<file path="config.mk">
export PLATFORM = sky130hd
export DESIGN_NAME = modular_exponentiation
export DESIGN_NICKNAME = d
export VERILOG_FILES = /design/src/sv/modexp_pkg.sv /design/src/sv/modular_exponentiation.sv
export SDC_FILE = /design/constraint.sdc
export NUM_CORES = 1
export LEC_CHECK = 0
export BUFFER_PORTS_ARGS = -buffer_cell sky130_fd_sc_hd__clkbuf_2
export CORE_UTILIZATION = 50
export CTS_CLUSTER_SIZE = 28
export DETAILED_ROUTE_END_ITERATION = 10
export PLACE_DENSITY = 0.72
export SLEW_MARGIN = 20
export SYNTH_ARGS = -nofsm -noshare
export SYNTH_HDL_FRONTEND = slang
export SYNTH_SLANG_ARGS = --single-unit
export TNS_END_PERCENT = 100
</file>
<file path="constraint.sdc">
create_clock -name clk -period 24.6 [get_ports clk]
set_input_delay 4.92 -clock clk [delete_from_list [all_inputs] [get_ports clk]]
set_output_delay 4.92 -clock clk [all_outputs]
set_load 0.02 [all_outputs]
</file>
<file path="src/sv/modexp_pkg.sv">
// Shared constants for the modular exponentiation block.
`default_nettype none
package modexp_pkg;
  // Default operand width in bits (legal range 8 to 64).
  localparam int unsigned WORD_BITS_DEFAULT = 32;
endpackage
`default_nettype wire

</file>
<file path="src/sv/modular_exponentiation.sv">
// Modular exponentiation top level: sequencer and shared shift-add modular multiplier.
`default_nettype none
// Computes base_value ** exponent mod modulus, one word at a time.
// A word is taken when start is high and busy is low. Its result shows on
// result for exactly one cycle, marked by done. The receiver cannot stall,
// so done is never held back. busy is low again in the same cycle that done
// is high, so a new word can be started then.
// Sequence: a zero modulus gives 0, and a zero exponent gives 1. Either result
// comes in the cycle after start. Otherwise the base is first reduced, and
// a pick state then chooses the next operation. Then each set exponent bit
// takes a modular multiply, and every bit below the top set bit takes a
// square. A pick state follows each of these. The square is skipped after
// the top set bit. The final pick state registers the result and done.
// Every modular multiply runs on one shared unit. That unit handles one
// multiplier bit per cycle: it doubles the accumulator and conditionally
// adds, and reduces by the modulus after each of those two steps.
// No state is kept from one word to the next. Reset clears only the
// sequencer and done.
module modular_exponentiation
  import modexp_pkg::*;
#(
  parameter int unsigned WORD_BITS = WORD_BITS_DEFAULT
) (
  input  wire logic                 clk,
  input  wire logic                 rst,
  input  wire logic                 start,
  output logic                      busy,
  input  wire logic [WORD_BITS-1:0] base_value,
  input  wire logic [WORD_BITS-1:0] exponent,
  input  wire logic [WORD_BITS-1:0] modulus,
  output logic                      done,
  output logic [WORD_BITS-1:0]      result
);

  localparam int unsigned CW = $clog2(WORD_BITS);
  localparam logic [WORD_BITS-1:0] ONE  = WORD_BITS'(1);
  localparam logic [WORD_BITS-1:0] ZERO = '0;
  localparam logic [CW-1:0] LAST_BIT = CW'(WORD_BITS - 1);

  // IDLE: waiting; REDUCE: base mod m; PICK: choose next op;
  // MUL: acc * b; SQR: b * b.
  typedef enum logic [2:0] {
    IDLE,
    REDUCE,
    PICK,
    MUL,
    SQR
  } state_t;

  state_t               state;
  logic [WORD_BITS-1:0] m;     // modulus
  logic [WORD_BITS-1:0] e;     // exponent bits still to handle
  logic [WORD_BITS-1:0] b;     // running power of the base
  logic [WORD_BITS-1:0] acc;   // running result

  // Shared multiplier unit: uacc = (ua * ub) mod m, MSB of ub first.
  logic [WORD_BITS-1:0] ua;
  logic [WORD_BITS-1:0] ub;
  logic [WORD_BITS-1:0] uacc;
  logic [CW-1:0]        cnt;

  logic [WORD_BITS:0]   dbl;
  logic [WORD_BITS:0]   sum;
  logic [WORD_BITS-1:0] d1;
  logic [WORD_BITS-1:0] d2;
  logic [WORD_BITS-1:0] step_next;
  logic [WORD_BITS-1:0] acc_op;  // acc reduced: only 1 mod 1 differs

  always_comb begin
    dbl = {uacc, 1'b0};
    d1  = (dbl >= {1'b0, m}) ? WORD_BITS'(dbl - {1'b0, m}) : dbl[WORD_BITS-1:0];
    sum = {1'b0, d1} + {1'b0, ua};
    d2  = (sum >= {1'b0, m}) ? WORD_BITS'(sum - {1'b0, m}) : sum[WORD_BITS-1:0];
    step_next = ub[WORD_BITS-1] ? d2 : d1;
    acc_op    = (m == ONE) ? ZERO : acc;
  end

  assign busy = (state != IDLE);

  always_ff @(posedge clk) begin
    if (rst) begin
      state <= IDLE;
      done  <= 1'b0;
    end else begin
      done <= 1'b0;
      unique case (state)
        IDLE: begin
          if (start) begin
            m   <= modulus;
            e   <= exponent;
            acc <= ONE;
            if (modulus == ZERO) begin
              result <= ZERO;
              done   <= 1'b1;
            end else if (exponent == ZERO) begin
              result <= ONE;
              done   <= 1'b1;
            end else begin
              // base mod m == (1 * base) mod m, with 1 itself reduced
              ua    <= (modulus == ONE) ? ZERO : ONE;
              ub    <= base_value;
              uacc  <= ZERO;
              cnt   <= LAST_BIT;
              state <= REDUCE;
            end
          end
        end
        PICK: begin
          if (e == ZERO) begin
            result <= acc;
            done   <= 1'b1;
            state  <= IDLE;
          end else if (e[0]) begin
            ua    <= acc_op;
            ub    <= b;
            uacc  <= ZERO;
            cnt   <= LAST_BIT;
            state <= MUL;
          end else begin
            ua    <= b;
            ub    <= b;
            uacc  <= ZERO;
            cnt   <= LAST_BIT;
            state <= SQR;
          end
        end
        REDUCE, MUL, SQR: begin
          uacc <= step_next;
          ub   <= {ub[WORD_BITS-2:0], 1'b0};
          cnt  <= cnt - 1'b1;
          if (cnt == '0) begin
            state <= PICK;
            unique case (state)
              REDUCE: b <= step_next;
              MUL: begin
                acc  <= step_next;
                e[0] <= 1'b0;
              end
              default: begin
                b <= step_next;
                e <= e >> 1;
              end
            endcase
          end
        end
        default: state <= IDLE;
      endcase
    end
  end

endmodule
`default_nettype wire

</file>
* Word level (Yosys, flattened, before mapping) *
Index checks and enable logic that the tools add are counted.
W data, S select, Z words.

word-level totals
  bits in registers = 265

operators by class
  reduce and logical (&&, ||, !) cells = 20
  bitwise operators = 2
  equal/unequal tests = 16
  $lt $le $gt $ge = 2
  add/subtract/negate cells = 4
  mux-type cells = 52

operators by type and width
  kind                   count
  $mux W32               26
  $pmux W32 S2           4
  $pmux W32 S3           2
  $logic_not A32 Y1      3
  $ge A33 B32 Y1         2
  $eq A32 B1 Y1 const B  2
  $sub A32 B32 Y32       2
  $add A32 B32 Y33       1
  $mux W31               1
  $mux W5                4
  $reduce_and A5 Y1      4
  $mux W3                6
  $ne A2 B2 Y1 const B   9
  $pmux W5 S3            1
  $reduce_and A6 Y1      2
  $pmux W3 S3            1
  $reduce_and A4 Y1      2
  $eq A3 B2 Y1 const B   2
  $reduce_bool A3 Y1     2
  $logic_not A5 Y1       1
  $mux W1                5
  $sub A5 B1 Y5 const B  1
  $pmux W1 S2            2
  $reduce_bool A2 Y1     2
  other kinds (8)        9

* Depth between registers and ports, before layout *
Gate-level depths: netlist of run 1.

  word-level depth = 9
  gate-level depth with buffers = 33

* Least setup slack after synthesis of run 1 *
Ideal clock, no wire load.

  kind = input to register
  start point = input port modulus[3]
  end point = register ua[0], enable pin
  path slack = 13.521 ns
  arrival = 10.485 ns
  setup time = 0.594 ns
  cell stages on the path = 6
  cell sequence = nor4_1 -> nand4_1 -> nor3_1 -> nor2_1 -> a21oi_1 -> a2111oi_0

between the ends
  word-level cells in the longest chain between the ends = 3

RTL lines
  item                                line                           RTL
  start: declaration                  modular_exponentiation.sv:30   input wire logic [WORD_BITS-1:0] modulus,
  $logic_not A32 Y1                   modular_exponentiation.sv:92   if (modulus == ZERO) begin
  $ne A2 B2 Y1 (no source line)       -
  $reduce_and A6 Y1 (no source line)  -
  end signal: assignment              modular_exponentiation.sv:100  ua <= (modulus == ONE) ? ZERO : ONE;
  end signal: assignment              modular_exponentiation.sv:114  ua <= acc_op;
  end: declaration                    modular_exponentiation.sv:57   logic [WORD_BITS-1:0] ua;

No other way between the ends.
A chain may end at the register's enable or synchronous reset.

* Worst setup path after layout of run 1 *
  start point = register m[8]
  end point = register acc[12], data pin

between the ends
  word-level cells in the longest chain between the ends = 9
  elaborated cells on any way between the ends = 11
  classes of those cells = 3 x add/sub; 2 x order compare; 6 x mux

RTL lines
  item                                                line                           RTL
  start: declaration                                  modular_exponentiation.sv:51   logic [WORD_BITS-1:0] m;
  start signal: assignment                            modular_exponentiation.sv:89   m <= modulus;
  $sub A32 B32 Y32 or $ge A33 B32 Y1 (tied branches)  modular_exponentiation.sv:71   d1 = (dbl >= {1'b0, m}) ? WORD_BITS'(dbl - {1'b0, m}) : dbl[WORD_BITS-1:0];
  $mux W32                                            modular_exponentiation.sv:71
  $add A32 B32 Y33                                    modular_exponentiation.sv:72   sum = {1'b0, d1} + {1'b0, ua};
  $sub A32 B32 Y32 or $ge A33 B32 Y1 (tied branches)  modular_exponentiation.sv:73   d2 = (sum >= {1'b0, m}) ? WORD_BITS'(sum - {1'b0, m}) : sum[WORD_BITS-1:0];
  $mux W32                                            modular_exponentiation.sv:73
  $mux W32 *                                          modular_exponentiation.sv:74   step_next = ub[WORD_BITS-1] ? d2 : d1;
  $mux W32 *                                          modular_exponentiation.sv:133  unique case (state)
  $mux W32 *                                          modular_exponentiation.sv:131  if (cnt == '0) begin
  $pmux W32 S2 *                                      modular_exponentiation.sv:86   unique case (state)
  end signal: assignment                              modular_exponentiation.sv:136  acc <= step_next;
  end: declaration                                    modular_exponentiation.sv:54   logic [WORD_BITS-1:0] acc;

Mark *: on every way between the ends. The rest lies on a longest branch, timed or not. The select of a mux whose other input is x is not followed.

==> results_tabular.tex, run 1 <==
\begin{tabular}{lr}
\hline
Metric & Value \\
\hline
\multicolumn{2}{l}{\textbf{Worst hold path}} \\
Hold endpoint & ub[11] \\
Worst Hold Depth & 2 \\
Class of the most critical hold timing path & flip-flop to flip-flop \\
Hold path startpoint & ub[10] \\
\multicolumn{2}{l}{\textbf{Yosys}} \\
Fraction of registers with async set or reset after synthesis & 0\% \\
Number of synthesized register bits & approximately 270 \\
Post-synth top area share & between 40\% and 50\% \\
Leading cell types by total area after synthesis & sky130\_fd\_sc\_hd\_\_edfxtp\_1, sky130\_fd\_sc\_hd\_\_ha\_1, sky130\_fd\_sc\_hd\_\_nand2\_1, sky130\_fd\_sc\_hd\_\_a21oi\_1, sky130\_fd\_sc\_hd\_\_mux2i\_1 \\
YS warnings & 0 \\
Cell type with the highest aggregate area in the netlist & sky130\_fd\_sc\_hd\_\_edfxtp\_1 \\
Average instance area after synthesis & approximately 10 µm² \\
Number of instances in the synthesized netlist & 1702 \\
Count of distinct cell types in the synthesized netlist & just under 80 \\
Mapped cell area & 17060 µm² \\
Post-synth EDFFs & 261 \\
Commonest register cell after synthesis & sky130\_fd\_sc\_hd\_\_edfxtp\_1 \\
Synthesized netlist net count & 1901 \\
Sequential cell area fraction in the yosys report & roughly 46\% \\
\multicolumn{2}{l}{\textbf{Floorplan}} \\
Ports & around 130 \\
Horiz. Die Dim & 186.7 µm \\
Initial Utilization & approximately half \\
Die boundary height & 186.7 µm \\
Floorplan core area & 33530 µm² \\
Number of placement rows & 67 \\
Die area & 34860 µm² \\
\multicolumn{2}{l}{\textbf{GRT}} \\
Vias in the first global route & 13850 \\
Number of antenna violations at the first check in global routing & 1 \\
GR Util All Layers & 29.66\% \\
Global route overflow & 0 \\
Largest net degree at the start of global routing & 86 \\
Wire length of the first global-routing pass & 79.49 mm \\
\multicolumn{2}{l}{\textbf{CTS}} \\
Cell at the root of the clock tree & sky130\_fd\_sc\_hd\_\_clkbuf\_16 \\
Buffers from clock root to sink, at most & 3 \\
Post-cts gate resize count & 0 \\
Reg clk slew, reported paths & 0.06 ns \\
TritonCTS clock tree & built \\
Latest clock arrival within the worst-skew pair & about 0.57 ns \\
Clock net sink count & 265 \\
Post-CTS repair timing setup buffer count & 0 \\
Number of buffers created by CTS & 29 \\
Number of hold buffers added after cts & 0 \\
Number of levels in the clock H-tree & 1 \\
\multicolumn{2}{l}{\textbf{Routing}} \\
DRT antenna net count & 0 \\
DR vias/cell & 6.161 \\
Number of DRC violations after detailed routing & 0 \\
DR pass1 iterations & 6 \\
Post-Route WL & 52.09 mm \\
Overall via count from detail\_route & 13990 \\
Wire length per cell & 22.95 µm \\
Initial DRC Count & 1331 \\
\multicolumn{2}{l}{\textbf{Cells and area}} \\
Synthesis-to-layout area growth & 11.77\% \\
Layout cell share with drive strength beyond 1 & 13.06\% \\
Sequential cell area & 7918 µm² \\
Number of nets in the layout & 1999 \\
Area of the multi-input gates & 8527 µm² \\
Most common library cell in the layout ignoring fill and taps & sky130\_fd\_sc\_hd\_\_edfxtp\_1 \\
Most used cells in the layout excluding fill and tap cells & sky130\_fd\_sc\_hd\_\_edfxtp\_1, sky130\_fd\_sc\_hd\_\_nand2\_1, sky130\_fd\_sc\_hd\_\_clkbuf\_2 \\
Filler instances & roughly 3000 \\
Antenna Cells & 0 \\
\multicolumn{2}{l}{\textbf{STA}} \\
Final Hold Vio Count & 0 \\
Fmax & between 100 and 150 MHz \\
Share of the clock period used by the worst path & 37.10\% \\
Worst slew pin tran & 1.034 ns \\
Setup repair after global routing missed its margin & no \\
Period minus WS final & 9.127 ns \\
Aggregate negative setup slack & 0 ns \\
Layout Skew & between 0.015 and 0.02 ns \\
Final setup vio count & 0 \\
Tightest slew margin relative to the limit & between 30\% and 40\% \\
Final Slew Violations & 0 \\
\multicolumn{2}{l}{\textbf{Worst setup path}} \\
CP Data Required Time & around 25 ns \\
Worst setup slack for register-to-register paths & $\sim$15 ns \\
Largest driver fanout on the critical path & 34 \\
Depth of the worst register-to-register path & 28 \\
Worst stage delay on the critical path & just over 0.7 ns \\
Critical path capture point type & flip-flop \\
Crit path arrival time & 9.39 ns \\
Reg2Reg Capture Point & acc[12] \\
CP max-delay cell & sky130\_fd\_sc\_hd\_\_a211oi\_1 \\
Category of the most critical setup path & flip-flop to flip-flop \\
Kind of start point of the critical path & flip-flop \\
Critical R2R Launch & m[8] \\
\multicolumn{2}{l}{\textbf{Placement}} \\
IO Port Bufs & around 130 \\
Half-perimeter wire length of the detailed placement result & 39.19 mm \\
Weighted congestion reported at the end of routability-driven placement & a little under 1 \\
\multicolumn{2}{l}{\textbf{Job}} \\
Max Cap Violations & 0 \\
\multicolumn{2}{l}{\textbf{Run status}} \\
Outcome & finished clean \\
\hline
\end{tabular}
-- through the flow --
stage          setup WS (ns)  area (µm²)  util (%)  hold WS (ns)  instances
3_5_place_dp           15.70       18100     53.97        0.5208       2217
3_3_place_gp           15.64       18100     53.97        0.5123       2217
4_1_cts                15.64       19060     56.85        0.5382       2270
5_1_grt                14.99       19060     56.85        0.5607       2270
6_report               15.47       19060     56.85        0.5325       2270
2_1_floorplan          13.52       17060         -        0.5075       1702
-- sequential cells by signal (all words and copies together) (netlist names) --
name / flops
acc: 32
b: 32
e: 32
m: 32
result: 32
ua: 32
uacc: 32
ub: 32
cnt: 5
state: 3
done: 1
-- per-layer routing --
layer	routed length [µm]	part of all wire [%]	global-route usage [%]
met4	3083	5.9	15.76
met5	13	0.025	0
met2	24770	48	50.03
met3	3072	5.9	3.931
met1	21150	41	37.13
-- cell usage after synthesis, types with 12 or more instances --
cell / count
sky130_fd_sc_hd__edfxtp_1: 261
sky130_fd_sc_hd__nand2_1: 258
sky130_fd_sc_hd__a21oi_1: 110
sky130_fd_sc_hd__ha_1: 97
sky130_fd_sc_hd__nor2_1: 84
sky130_fd_sc_hd__inv_1: 83
sky130_fd_sc_hd__o21ai_0: 58
sky130_fd_sc_hd__clkbuf_1: 57
sky130_fd_sc_hd__mux2i_1: 51
sky130_fd_sc_hd__and3_1: 48
sky130_fd_sc_hd__xnor2_1: 44
sky130_fd_sc_hd__a21o_1: 36
sky130_fd_sc_hd__a22oi_1: 36
sky130_fd_sc_hd__nor4_1: 36
sky130_fd_sc_hd__and2_1: 33
sky130_fd_sc_hd__xor2_1: 32
sky130_fd_sc_hd__a22o_1: 31
sky130_fd_sc_hd__nor3_1: 28
sky130_fd_sc_hd__nand3_1: 27
sky130_fd_sc_hd__nand4_1: 25
sky130_fd_sc_hd__a211oi_1: 23
sky130_fd_sc_hd__o21bai_1: 17
sky130_fd_sc_hd__o21a_1: 14
sky130_fd_sc_hd__a31oi_1: 13
sky130_fd_sc_hd__o211ai_1: 13
sky130_fd_sc_hd__mux2_2: 12
-- critical path: cells and delay by family, from the launching register on --
kind	cells	cell delay, ns
xor gates and xnor gates	1	0.16
buffers and inverters	3	0.94
AOI/OAI and AO/OA	11	3.33
and+or+nand+nor	8	1.96
adders and majority gates	3	1.33
muxes	2	0.64
DFF	1	0.39
-- cell families after synthesis --
family | synth area share, %
AO/OA/AOI/OAI | 17.47
XOR/XNOR | 3.903
adder cells (fa/ha/maj) | 7.468
buffers and inverters | 4.027
flip-flops | 46.42
multiplexers | 3.785
AND/OR/NAND/NOR | 16.93
-- final cells by class --
cell class / count / area share [%]
multi-input cells: 1273 / 44.73
repair buffers: 148 / 4.096
flip-flops and latches: 265 / 41.53
clock inverters: 21 / 1.201
well taps: 448 / 2.940
clock buffers: 32 / 3.866
inverters: 83 / 1.634
-- worst max path at each step --
stage,slack (ns),end,start,cells after the start
after CTS,15.64,acc[12],m[8],28
after floorplan,13.52,ua[0],modulus[3],6
final,15.47,acc[12],m[8],28
after global routing,14.99,acc[12],m[19],27
after global placement,15.64,uacc[12],m[8],28
after detailed placement,15.70,uacc[12],m[8],28
Power of run 1 is left out: the tool's default activity adds up to more than one toggle a clock period on the data nets, which glitch-free logic cannot reach.
==> inputs of run 2 (changes only) <==
==> constraint.sdc (replaced) <==
create_clock -name clk -period 9.6 [get_ports clk]
set_input_delay 1.92 -clock clk [delete_from_list [all_inputs] [get_ports clk]]
set_output_delay 1.92 -clock clk [all_outputs]
set_load 0.02 [all_outputs]
==> run 2 against run 1 <==
Effect of this change:
- design area is 0.22% higher
- via count grew 1.3%
- final cell count increased by 0.35%
- global-route usage is 1.5 points higher
- routed wire length up 5.7%
- register-to-register slack lost 15 ns
- clock skew shrank 0.0026 ns
- non-clock buffer count rose by 7
==> results_tabular.tex, run 2 (same netlist as run 1, synthesis figures left out) <==
\begin{tabular}{lr}
\hline
Metric & Value \\
\hline
\multicolumn{2}{l}{\textbf{STA}} \\
Share of the clock period used by the worst path & 93.66\% \\
Final Hold Slack & 0.5360 ns \\
PnR worst setup slack & 0.6086 ns \\
Final setup vio count & 0 \\
Setup repair after global routing missed its margin & no \\
Tightest slew margin relative to the limit & 29.31\% \\
Aggregate negative setup slack & 0 ns \\
Fmax & $\sim$110 MHz \\
Final Hold Vio Count & 0 \\
Final Slew Violations & 0 \\
Period minus WS final & 8.991 ns \\
Worst slew pin tran & 1.060 ns \\
Layout Skew & $\sim$0.015 ns \\
\multicolumn{2}{l}{\textbf{Routing}} \\
Number of DRC violations after detailed routing & 0 \\
DRT antenna net count & 0 \\
Wire length per cell & between 20 and 25 µm \\
Post-Route WL & 55.07 mm \\
DR vias/cell & 6.217 \\
Overall via count from detail\_route & 14160 \\
Initial DRC Count & 1420 \\
DR pass1 iterations & 5 \\
\multicolumn{2}{l}{\textbf{CTS}} \\
Number of levels in the clock H-tree & 1 \\
Post-CTS repair timing setup buffer count & 0 \\
Clock net sink count & 265 \\
Number of hold buffers added after cts & 0 \\
Post-cts gate resize count & 0 \\
Latest clock arrival within the worst-skew pair & 0.59 ns \\
Reg clk slew, reported paths & 0.06 ns \\
Number of buffers created by CTS & 30 \\
TritonCTS clock tree & built \\
Cell at the root of the clock tree & sky130\_fd\_sc\_hd\_\_clkbuf\_16 \\
Buffers from clock root to sink, at most & 3 \\
\multicolumn{2}{l}{\textbf{Floorplan}} \\
Die area & 34860 µm² \\
Horiz. Die Dim & between 150 and 200 µm \\
Die boundary height & 186.7 µm \\
Floorplan core area & 33530 µm² \\
Number of placement rows & 67 \\
Ports & $\sim$130 \\
Initial Utilization & 50.87\% \\
\multicolumn{2}{l}{\textbf{Worst setup path}} \\
Worst stage delay on the critical path & 0.51 ns \\
CP Data Required Time & 9.90 ns \\
Cell type group with the largest total delay on the critical path & compound AO/OA/AOI/OAI gates \\
Largest driver fanout on the critical path & 21 \\
Category of the most critical setup path & flip-flop to flip-flop \\
Critical path capture point type & flip-flop \\
Crit path arrival time & 9.30 ns \\
Kind of start point of the critical path & flip-flop \\
Number of buffers and inverters on the critical path & 3 \\
CP max-delay cell & sky130\_fd\_sc\_hd\_\_nand3\_2 \\
\multicolumn{2}{l}{\textbf{Cells and area}} \\
Number of nets in the layout & 2007 \\
Most common library cell in the layout ignoring fill and taps & sky130\_fd\_sc\_hd\_\_edfxtp\_1 \\
Post-Layout Inst Area & 19110 µm² \\
Filler instances & 2974 \\
Layout cell share with drive strength beyond 1 & 13.17\% \\
Most used cells in the layout excluding fill and tap cells & sky130\_fd\_sc\_hd\_\_edfxtp\_1, sky130\_fd\_sc\_hd\_\_nand2\_1, sky130\_fd\_sc\_hd\_\_clkbuf\_2 \\
Synthesis-to-layout area growth & 12.02\% \\
Antenna Cells & 0 \\
\multicolumn{2}{l}{\textbf{Placement}} \\
Placed instance area & approximately 18000 µm² \\
Post-place setup slack & 0.8324 ns \\
Half-perimeter wire length of the detailed placement result & 41.88 mm \\
Weighted congestion reported at the end of routability-driven placement & between 0.9 and 1 \\
IO Port Bufs & 132 \\
\multicolumn{2}{l}{\textbf{GRT}} \\
Wire length of the first global-routing pass & 82.30 mm \\
Global route overflow & 0 \\
Number of antenna violations at the first check in global routing & 0 \\
Largest net degree at the start of global routing & 70 \\
GR Util All Layers & 31.16\% \\
Vias in the first global route & 13550 \\
\multicolumn{2}{l}{\textbf{Job}} \\
Max Cap Violations & 0 \\
\multicolumn{2}{l}{\textbf{Worst hold path}} \\
Class of the most critical hold timing path & flip-flop to flip-flop \\
\multicolumn{2}{l}{\textbf{Run status}} \\
Outcome & finished clean \\
\hline
\end{tabular}
run 2: stage by stage:
stage | utilization [%] | instances
finish | 56.98 | 2278
CTS | 56.98 | 2278
floorplan | - | 1702
global route | 56.98 | 2278
global placement | 54.10 | 2224
detailed placement | 54.10 | 2224
run 2: cell type report:
class	instances	area, µm²	area share (%)
clock buffers	34	765.7	4.008
multi-input cells	1273	8517	44.58
repair buffers	155	833.3	4.361
clock inverters	20	200.2	1.048
well taps	448	560.5	2.934
flip-flops and latches	265	7918	41.44
inverters	83	311.5	1.631
run 2: worst min-delay path, delay by kind of cell (launching register included):
family	cells	cell delay (ns)
compound gates	1	0.06
flops	1	0.32
simple gates	1	0.05
run 2: routing by layer:
metal	wire length (µm)	track usage, %	vias to the layer above
met5	0	0	-
met4	2960	15.29	0
met3	3288	3.291	128
met2	26200	51.81	610
met1	22620	40.67	6803
li1	-	-	6622
run 2: path summary, 6_finish.rpt:
| path | to | slack [ns] | from | depth (start not counted) |
|---|---|---|---|---|
| max | acc[0] | 0.61 | m[1] | 29 |
| min | ub[8] | 0.54 | ub[7] | 2 |
| max reg2reg | acc[0] | 0.61 | m[1] | 29 |
| min reg2reg | ub[8] | 0.54 | ub[7] | 2 |
Power of run 2 is left out for the same reason.
